<file path="src/design/fsr_pkg.sv">
// fsr_pkg: shared constants, widths and item types for the frame section reassembler
// no dependencies
package fsr_pkg;

  localparam int SLOT_COUNT    = 4;
  localparam int SECTION_BYTES = 1024;
  localparam int SECTIONS_MAX  = 64;

  localparam int SLOT_SIZE = SECTIONS_MAX * SECTION_BYTES;
  localparam int MEM_DEPTH = SLOT_COUNT * SLOT_SIZE;

  localparam int FRAME_W     = 16;
  localparam int SEC_W       = 6;
  localparam int CNT_W       = 7;
  localparam int POS_W       = 10;
  localparam int DATA_W      = 8;
  localparam int BYTES_W     = 17;
  localparam int DONE_SLOT_W = 2;

  localparam int SLOT_W = (SLOT_COUNT > 1) ? $clog2(SLOT_COUNT) : 1;
  localparam int ADDR_W = (MEM_DEPTH > 1) ? $clog2(MEM_DEPTH) : 1;
  localparam int OFF_W  = SEC_W + $clog2(SECTION_BYTES) + 1;

  localparam int CQ_DEPTH = 4;
  localparam int CQ_IDX_W = 2;
  localparam int RQ_DEPTH = 2;
  localparam int RQ_IDX_W = 1;

  localparam logic [BYTES_W-1:0] BYTES_MAX = '1;

  typedef struct packed {
    logic [SLOT_W-1:0]  slot;
    logic [FRAME_W-1:0] frame;
    logic [CNT_W-1:0]   count;
    logic [ADDR_W-1:0]  addr;
    logic               store;
    logic [DATA_W-1:0]  data;
    logic               last;
  } cmd_t;

  typedef struct packed {
    logic [DONE_SLOT_W-1:0] done_slot;
    logic [FRAME_W-1:0]     done_frame;
    logic [BYTES_W-1:0]     frame_bytes;
  } res_t;

  typedef struct packed {
    logic   valid;
    cmd_t   cmd;
  } cmd_chan_t;

endpackage

</file>
<file path="src/design/fsr_front.sv">
// fsr_front: accepts input items, works out slot and store address, queues them
// depends on fsr_pkg
module fsr_front (
  input  logic                          clk,
  input  logic                          rst_n,
  input  logic                          in_push,
  input  logic [fsr_pkg::FRAME_W-1:0]   in_frame_number,
  input  logic [fsr_pkg::SEC_W-1:0]     in_section_index,
  input  logic [fsr_pkg::CNT_W-1:0]     in_section_count,
  input  logic [fsr_pkg::POS_W-1:0]     in_byte_in_section,
  input  logic [fsr_pkg::DATA_W-1:0]    in_data_byte,
  input  logic                          in_last_in_section,
  output logic                          in_full,
  output fsr_pkg::cmd_chan_t            cmd_chan,
  input  logic                          cmd_ready
);

  fsr_pkg::cmd_t                   q_r [fsr_pkg::CQ_DEPTH];
  logic [fsr_pkg::CQ_IDX_W-1:0]    wr_ptr_r, wr_ptr_nxt;
  logic [fsr_pkg::CQ_IDX_W-1:0]    rd_ptr_r, rd_ptr_nxt;
  logic [fsr_pkg::CQ_IDX_W:0]      cnt_r, cnt_nxt;
  logic [fsr_pkg::SLOT_W-1:0]      slot;
  logic [fsr_pkg::OFF_W-1:0]       offset;
  fsr_pkg::cmd_t                   cmd_new;
  logic                            push;
  logic                            pop;

  // slot, offset in slot and flat store address
  always_comb begin
    slot   = fsr_pkg::SLOT_W'(in_frame_number % fsr_pkg::SLOT_COUNT);
    offset = fsr_pkg::OFF_W'(in_section_index) * fsr_pkg::OFF_W'(fsr_pkg::SECTION_BYTES)
           + fsr_pkg::OFF_W'(in_byte_in_section);
    cmd_new.slot  = slot;
    cmd_new.frame = in_frame_number;
    cmd_new.count = in_section_count;
    cmd_new.addr  = fsr_pkg::ADDR_W'(slot) * fsr_pkg::ADDR_W'(fsr_pkg::SLOT_SIZE)
                  + fsr_pkg::ADDR_W'(offset);
    cmd_new.store = 32'(offset) < 32'(fsr_pkg::SLOT_SIZE);
    cmd_new.data  = in_data_byte;
    cmd_new.last  = in_last_in_section;
  end

  assign in_full        = cnt_r == (fsr_pkg::CQ_IDX_W+1)'(fsr_pkg::CQ_DEPTH);
  assign cmd_chan.valid = cnt_r != '0;
  assign cmd_chan.cmd   = q_r[rd_ptr_r];
  assign push           = in_push & ~in_full;
  assign pop            = cmd_chan.valid & cmd_ready;

  always_comb begin
    wr_ptr_nxt = push ? fsr_pkg::CQ_IDX_W'(wr_ptr_r + 1'b1) : wr_ptr_r;
    rd_ptr_nxt = pop ? fsr_pkg::CQ_IDX_W'(rd_ptr_r + 1'b1) : rd_ptr_r;
    cnt_nxt    = cnt_r;
    if (push && !pop) begin
      cnt_nxt = cnt_r + 1'b1;
    end else if (pop && !push) begin
      cnt_nxt = cnt_r - 1'b1;
    end
  end

  always_ff @(posedge clk) begin
    if (!rst_n) begin
      wr_ptr_r <= '0;
      rd_ptr_r <= '0;
      cnt_r    <= '0;
    end else begin
      wr_ptr_r <= wr_ptr_nxt;
      rd_ptr_r <= rd_ptr_nxt;
      cnt_r    <= cnt_nxt;
    end
  end

  always_ff @(posedge clk) begin
    if (push) begin
      q_r[wr_ptr_r] <= cmd_new;
    end
  end

endmodule

</file>
<file path="src/design/fsr_back.sv">
// fsr_back: slot table update, frame store write and completion detection
// depends on fsr_pkg
module fsr_back (
  input  logic                clk,
  input  logic                rst_n,
  input  fsr_pkg::cmd_chan_t  cmd_chan,
  output logic                cmd_ready,
  output logic                res_push,
  output fsr_pkg::res_t       res,
  input  logic                res_full
);

  logic [fsr_pkg::DATA_W-1:0]  mem_r   [fsr_pkg::MEM_DEPTH];
  logic [fsr_pkg::FRAME_W-1:0] tag_r   [fsr_pkg::SLOT_COUNT];
  logic                        valid_r [fsr_pkg::SLOT_COUNT];
  logic [fsr_pkg::CNT_W-1:0]   rem_r   [fsr_pkg::SLOT_COUNT];
  logic [fsr_pkg::BYTES_W-1:0] bytes_r [fsr_pkg::SLOT_COUNT];

  fsr_pkg::cmd_t               c;
  logic                        fire;
  logic                        hit;
  logic [fsr_pkg::CNT_W-1:0]   rem_cur, rem_nxt;
  logic [fsr_pkg::BYTES_W-1:0] bytes_cur, bytes_nxt;
  logic                        done;

  assign c         = cmd_chan.cmd;
  assign cmd_ready = ~res_full;
  assign fire      = cmd_chan.valid & cmd_ready;

  // reclaim on miss, count the byte, close a section on its flagged byte
  always_comb begin
    hit       = valid_r[c.slot] && (tag_r[c.slot] == c.frame);
    rem_cur   = hit ? rem_r[c.slot] : c.count;
    bytes_cur = hit ? bytes_r[c.slot] : '0;
    bytes_nxt = (bytes_cur == fsr_pkg::BYTES_MAX) ? bytes_cur : bytes_cur + 1'b1;
    rem_nxt   = rem_cur;
    done      = 1'b0;
    if (c.last && rem_cur != '0) begin
      rem_nxt = rem_cur - 1'b1;
      done    = rem_nxt == '0;
    end
  end

  assign res_push        = fire & done;
  assign res.done_slot   = fsr_pkg::DONE_SLOT_W'(c.slot);
  assign res.done_frame  = c.frame;
  assign res.frame_bytes = bytes_nxt;

  always_ff @(posedge clk) begin
    if (!rst_n) begin
      for (int i = 0; i < fsr_pkg::SLOT_COUNT; i++) begin
        valid_r[i] <= 1'b0;
        tag_r[i]   <= '0;
        rem_r[i]   <= '0;
        bytes_r[i] <= '0;
      end
    end else if (fire) begin
      valid_r[c.slot] <= 1'b1;
      tag_r[c.slot]   <= c.frame;
      rem_r[c.slot]   <= rem_nxt;
      bytes_r[c.slot] <= bytes_nxt;
    end
  end

  always_ff @(posedge clk) begin
    if (fire && c.store) begin
      mem_r[c.addr] <= c.data;
    end
  end

endmodule

</file>
<file path="src/design/fsr_outq.sv">
// fsr_outq: two-entry result queue between the back part and the result ports
// depends on fsr_pkg
module fsr_outq (
  input  logic                              clk,
  input  logic                              rst_n,
  input  logic                              res_push,
  input  fsr_pkg::res_t                     res,
  output logic                              res_full,
  output logic                              out_empty,
  input  logic                              out_pop,
  output logic [fsr_pkg::DONE_SLOT_W-1:0]   out_done_slot,
  output logic [fsr_pkg::FRAME_W-1:0]       out_done_frame,
  output logic [fsr_pkg::BYTES_W-1:0]       out_frame_bytes
);

  fsr_pkg::res_t                 q_r [fsr_pkg::RQ_DEPTH];
  logic [fsr_pkg::RQ_IDX_W-1:0]  wr_ptr_r, wr_ptr_nxt;
  logic [fsr_pkg::RQ_IDX_W-1:0]  rd_ptr_r, rd_ptr_nxt;
  logic [fsr_pkg::RQ_IDX_W:0]    cnt_r, cnt_nxt;
  logic                          push;
  logic                          pop;
  fsr_pkg::res_t                 head;

  assign res_full  = cnt_r == (fsr_pkg::RQ_IDX_W+1)'(fsr_pkg::RQ_DEPTH);
  assign out_empty = cnt_r == '0;
  assign push      = res_push & ~res_full;
  assign pop       = out_pop & ~out_empty;

  assign head            = q_r[rd_ptr_r];
  assign out_done_slot   = head.done_slot;
  assign out_done_frame  = head.done_frame;
  assign out_frame_bytes = head.frame_bytes;

  always_comb begin
    wr_ptr_nxt = push ? fsr_pkg::RQ_IDX_W'(wr_ptr_r + 1'b1) : wr_ptr_r;
    rd_ptr_nxt = pop ? fsr_pkg::RQ_IDX_W'(rd_ptr_r + 1'b1) : rd_ptr_r;
    cnt_nxt    = cnt_r;
    if (push && !pop) begin
      cnt_nxt = cnt_r + 1'b1;
    end else if (pop && !push) begin
      cnt_nxt = cnt_r - 1'b1;
    end
  end

  always_ff @(posedge clk) begin
    if (!rst_n) begin
      wr_ptr_r <= '0;
      rd_ptr_r <= '0;
      cnt_r    <= '0;
    end else begin
      wr_ptr_r <= wr_ptr_nxt;
      rd_ptr_r <= rd_ptr_nxt;
      cnt_r    <= cnt_nxt;
    end
  end

  always_ff @(posedge clk) begin
    if (push) begin
      q_r[wr_ptr_r] <= res;
    end
  end

endmodule

</file>
<file path="src/design/frame_section_reassembler_top.sv">
// frame_section_reassembler_top: byte-serial frame section reassembly into a ring of slots
// instantiates fsr_front, fsr_back and fsr_outq; depends on fsr_pkg
//
// One byte item is accepted per clock while the input queue is not full. The
// front part computes the slot and store address and holds up to four items;
// the back part updates the slot table and writes the frame store, taking one
// item per clock while the result queue has room. With both queues empty a
// completion result shows on the result ports once its item has left the input
// queue and been written into a two-entry result queue; while that queue is
// full the back part holds and the input queue fills.
// No start-up pass is needed: the slot table clears at reset and the frame
// store is write-only.
module frame_section_reassembler_top (
  input  logic                              clk,
  input  logic                              rst_n,
  input  logic                              in_push,
  input  logic [fsr_pkg::FRAME_W-1:0]       in_frame_number,
  input  logic [fsr_pkg::SEC_W-1:0]         in_section_index,
  input  logic [fsr_pkg::CNT_W-1:0]         in_section_count,
  input  logic [fsr_pkg::POS_W-1:0]         in_byte_in_section,
  input  logic [fsr_pkg::DATA_W-1:0]        in_data_byte,
  input  logic                              in_last_in_section,
  output logic                              in_full,
  output logic                              out_empty,
  input  logic                              out_pop,
  output logic [fsr_pkg::DONE_SLOT_W-1:0]   out_done_slot,
  output logic [fsr_pkg::FRAME_W-1:0]       out_done_frame,
  output logic [fsr_pkg::BYTES_W-1:0]       out_frame_bytes
);

  fsr_pkg::cmd_chan_t  cmd_chan;
  logic                cmd_ready;
  logic                res_push;
  fsr_pkg::res_t       res;
  logic                res_full;

  fsr_front u_front (
    .clk                (clk),
    .rst_n              (rst_n),
    .in_push            (in_push),
    .in_frame_number    (in_frame_number),
    .in_section_index   (in_section_index),
    .in_section_count   (in_section_count),
    .in_byte_in_section (in_byte_in_section),
    .in_data_byte       (in_data_byte),
    .in_last_in_section (in_last_in_section),
    .in_full            (in_full),
    .cmd_chan           (cmd_chan),
    .cmd_ready          (cmd_ready)
  );

  fsr_back u_back (
    .clk       (clk),
    .rst_n     (rst_n),
    .cmd_chan  (cmd_chan),
    .cmd_ready (cmd_ready),
    .res_push  (res_push),
    .res       (res),
    .res_full  (res_full)
  );

  fsr_outq u_outq (
    .clk             (clk),
    .rst_n           (rst_n),
    .res_push        (res_push),
    .res             (res),
    .res_full        (res_full),
    .out_empty       (out_empty),
    .out_pop         (out_pop),
    .out_done_slot   (out_done_slot),
    .out_done_frame  (out_done_frame),
    .out_frame_bytes (out_frame_bytes)
  );

`ifndef NO_ASSERTIONS
  a_no_result_drop: assert property (@(posedge clk) disable iff (!rst_n)
    res_push |-> !res_full)
    else $error("result pushed into a full result queue");

  a_reset_clears: assert property (@(posedge clk)
    !rst_n |=> (out_empty && !in_full))
    else $error("queues not empty after reset");

  a_result_source: assert property (@(posedge clk) disable iff (!rst_n)
    $fell(out_empty) |-> $past(res_push))
    else $error("result appeared without a completion");

  a_stall_keeps_item: assert property (@(posedge clk) disable iff (!rst_n)
    (cmd_chan.valid && !cmd_ready) |=> cmd_chan.valid)
    else $error("queued item lost while back part stalled");
`endif

endmodule

</file>
<file path="config.mk">
export PLATFORM = sky130hd
export DESIGN_NAME = frame_section_reassembler_top
export DESIGN_NICKNAME = d
export VERILOG_FILES = /design/src/design/fsr_pkg.sv /design/src/design/fsr_front.sv /design/src/design/fsr_back.sv /design/src/design/fsr_outq.sv /design/src/design/frame_section_reassembler_top.sv
export SDC_FILE = /design/constraint.sdc
export NUM_CORES = 1
export LEC_CHECK = 0
export CORE_ASPECT_RATIO = 0.6
export CORE_MARGIN = 3
export CORE_UTILIZATION = 43
export CTS_CLUSTER_DIAMETER = 30
export CTS_CLUSTER_SIZE = 30
export DETAILED_ROUTE_END_ITERATION = 12
export DONT_BUFFER_PORTS = 1
export PLACE_DENSITY_LB_ADDON = 0.3
export SYNTH_ARGS = -nofsm -noshare
export SYNTH_HDL_FRONTEND = slang
export SYNTH_HIERARCHICAL = 1
export SYNTH_SLANG_ARGS = --single-unit
</file>
<file path="constraint.sdc">
create_clock -name clk -period 8.95 [get_ports clk]
set_clock_uncertainty 0.15 [all_clocks]
set_input_delay 0.4475 -clock clk [delete_from_list [all_inputs] [get_ports clk]]
set_output_delay 0.4475 -clock clk [all_outputs]
set_load 0.005 [all_outputs]
</file>
==> qor.csv <==
stage;metric;value;unit
drt;drc;0;
cells_and_area;instances_no_fill;1466;
drt;wl;32500;um
drt;via_per_inst;5.57;
worst_setup_path;end_kind;register;
run_status;status;finished, final reports clean;
clock_tree;numCtsBuffers;44;
floorplanning;rows;52;
timing;hold_viol_final;0;
timing;clock.fmax;148;MHz
clock_tree;post_cts_buffers;0;
hold_path;hold_depth;3;
floorplanning;die_h;152;um
timing;fin_crit_sh;75.7;%
worst_setup_path;crit_path_max_incr_delay;1.09;ns
worst_setup_path;r2r_cells;17;
yosys;syn_area;15300;um2
worst_setup_path;path_cells;buf_4, mux4_4, mux4_2, xor2_1, a2111oi_2, and4b_1, buf_4, and3_1, mux2i_1, ha_1, nand3_1, o21ai_0, o21ai_0, o21ai_0, o2111ai_1, a21boi_1, and3_2;
cells_and_area;layout.nets;1031;
clock_tree;cts_max_path_buffers;3;
pwr;switching_share;32.6;%
grt;grt_pass1_vias;8187;
clock_tree;worstSkewPairLatency;0.56;ns
placement;dp.final_hpwl;20000;um
grt;grt_max_degree;46;
placement;dpl.cell_count;1357;
timing;relSlewSlack;38.2;%
pwr;power_frac_comb;30.0;%
timing;period_needed;6.78;ns
timing;setup-tns-final;0;ns
floorplanning;initial_core_util;44.4;%
pwr;ir_drop;0.000215;V
pwr;switchingPower;1.78;mW
drt;ant_nets;0;
placement;place.gp.congestion;0.788;
pwr;pwr-share-seq;38.9;%
floorplanning;die_w;249;um
yosys;yosys_warnings;6;
yosys;synth_nets;1009;
pwr;powerDensity;316;nW/um2
clock_tree;htreeDepth;2;
timing;setup-violations-final;0;
worst_setup_path;crit_type;reg2reg;
cells_and_area;area_growth;13.0;%
drt;via_count;8165;
drt;drt-initial-drc-count;695;
cells_and_area;fillerInstances;2846;
worst_setup_path;startpoint_type;register;
grt;antenna_found_initial;2;
clock_tree;clock-sinks;344;
timing;rsz0062_at_grt;false;
floorplanning;io_pins;89;
clock_tree;cts_tree;built;
worst_setup_path;worst_path_most_repeated_cell;o21ai_0;
drt;first_pass_iters;5;
clock_tree;cts_resized;0;
clock_tree;cts_root_buf;clkbuf_16;
timing;worst_pin_slew;0.901;ns
floorplanning;core;34400;um2
worst_setup_path;path_max_fanout;45;
job;maxCapViolCount;0;
placement;place.port_buffers;0;
pwr;p_total;5.45;mW
hold_path;hold_path.class;in2reg;
timing;final_max_slew_viol_count;0;
yosys;syn_avg_cell_area;16.1;um2
placement;place_area;15600;um2
drt;wl_per_cell;22.2;um
grt;grt_pass1_wl;50600;um
cells_and_area;final_cell_mix;edfxtp_1, nor2_1, and2_1, mux4_2, clkbuf_16;
pwr;p_int;3.67;mW
yosys;syn-instance-count;948;
cells_and_area;drive_gt1_share;21.9;%
clock_tree;clk_pin_slew_worst_paths;0.06;ns
cells_and_area;mostFrequentLayoutCell;edfxtp_1;
cells_and_area;stdcell_area;17200;um2
floorplanning;die_area;37900;um2
pwr;clkPwrFrac;31.1;%
pwr;total_leakage_power;6.04;nW
worst_setup_path;crit_arrival;6.79;ns
worst_setup_path;crit_slowest_cell;mux4_4;
grt;grt_overflow_total;0;
grt;groute.usage.overall;17.3;%
worst_setup_path;critical_path_required;8.96;ns
final cells by class:
class / count / area [um2] / share of cell area, %
flip-flops and latches: 344 / 10200 / 58.9
multi-input cells: 515 / 4580 / 26.6
clock buffers: 51 / 1130 / 6.54
well taps: 459 / 574 / 3.33
repair buffers: 50 / 450 / 2.61
clock inverters: 31 / 297 / 1.72
inverters: 15 / 56.3 / 0.326
diodes: 1 / 2.50 / 0.0145
through the flow:
| stage | setup WS (ns) | hold slack (ns) | utilization [%] |
|---|---|---|---|
| global route | 1.57 | 0.0590 | 50.2 |
| CTS | 2.08 | 0.00593 | 50.2 |
| detailed placement | 2.12 | 0.289 | 45.3 |
| finish | 2.17 | 0.0717 | 50.2 |
| floorplan | 2.64 | 0.268 | - |
| global placement | 2.15 | 0.278 | 45.3 |
power groups by stage:
stage / clock (mW) / sequential, mW / combinational, mW
after CTS: 1.73 / 2.12 / 1.64
after floorplan: 0 / 2.13 / 1.31
after detailed placement: 0 / 2.16 / 1.62
after global placement: 0 / 2.15 / 1.60
final: 1.69 / 2.12 / 1.64
after global routing: 1.81 / 2.14 / 1.79
critical path: cells and delay by family (launching register included):
family	cells	cell delay [ns]
compound gates	6	1.24
simple gates	4	1.49
buf+inv	2	0.66
fa+ha+maj	1	0.38
flops	1	0.31
mux	3	1.89
xor+xnor	1	0.16
state kept, by name, indices dropped and copies added (netlist names), named ones only:
register	count
u_front/rd_ptr_r	2
u_front/cnt_r	3
u_back/bytes_r	68
u_outq/wr_ptr_r	1
u_front/wr_ptr_r	2
u_back/valid_r	4
u_back/tag_r	64
u_back/rem_r	28
u_outq/cnt_r	2
u_outq/rd_ptr_r	1
u_front/q_r	96
u_outq/q_r	70
final timing paths:
check,slack (ns),to,from
worst max-delay path,2.17,u_outq/q_r[1][29],register
worst min-delay path,0.07,u_back/valid_r[1],rst_n
worst max register to register,2.17,u_outq/q_r[1][29],register
worst min register to register,0.30,u_back/valid_r[1],u_back/valid_r[1]
routing by layer:
| layer | share of wire [%] | vias to the layer above | GRT usage (%) | routed length, um |
|---|---|---|---|---|
| li1 | - | 3681 | - | - |
| met4 | 1.0 | 4 | 3.45 | 324 |
| met2 | 41 | 266 | 23.6 | 13300 |
| met3 | 8.0 | 30 | 4.49 | 2590 |
| met1 | 50 | 4184 | 27.6 | 16200 |
| met5 | 0.083 | - | 0 | 27 |
repair_timing:
action | 4_1_cts | 5_1_grt
endpoints found under the setup margin | 0 | 0
hold buffers | 25 | 1
endpoints found under the hold margin | 128 | 1
(Power assumes the default switching activity.)
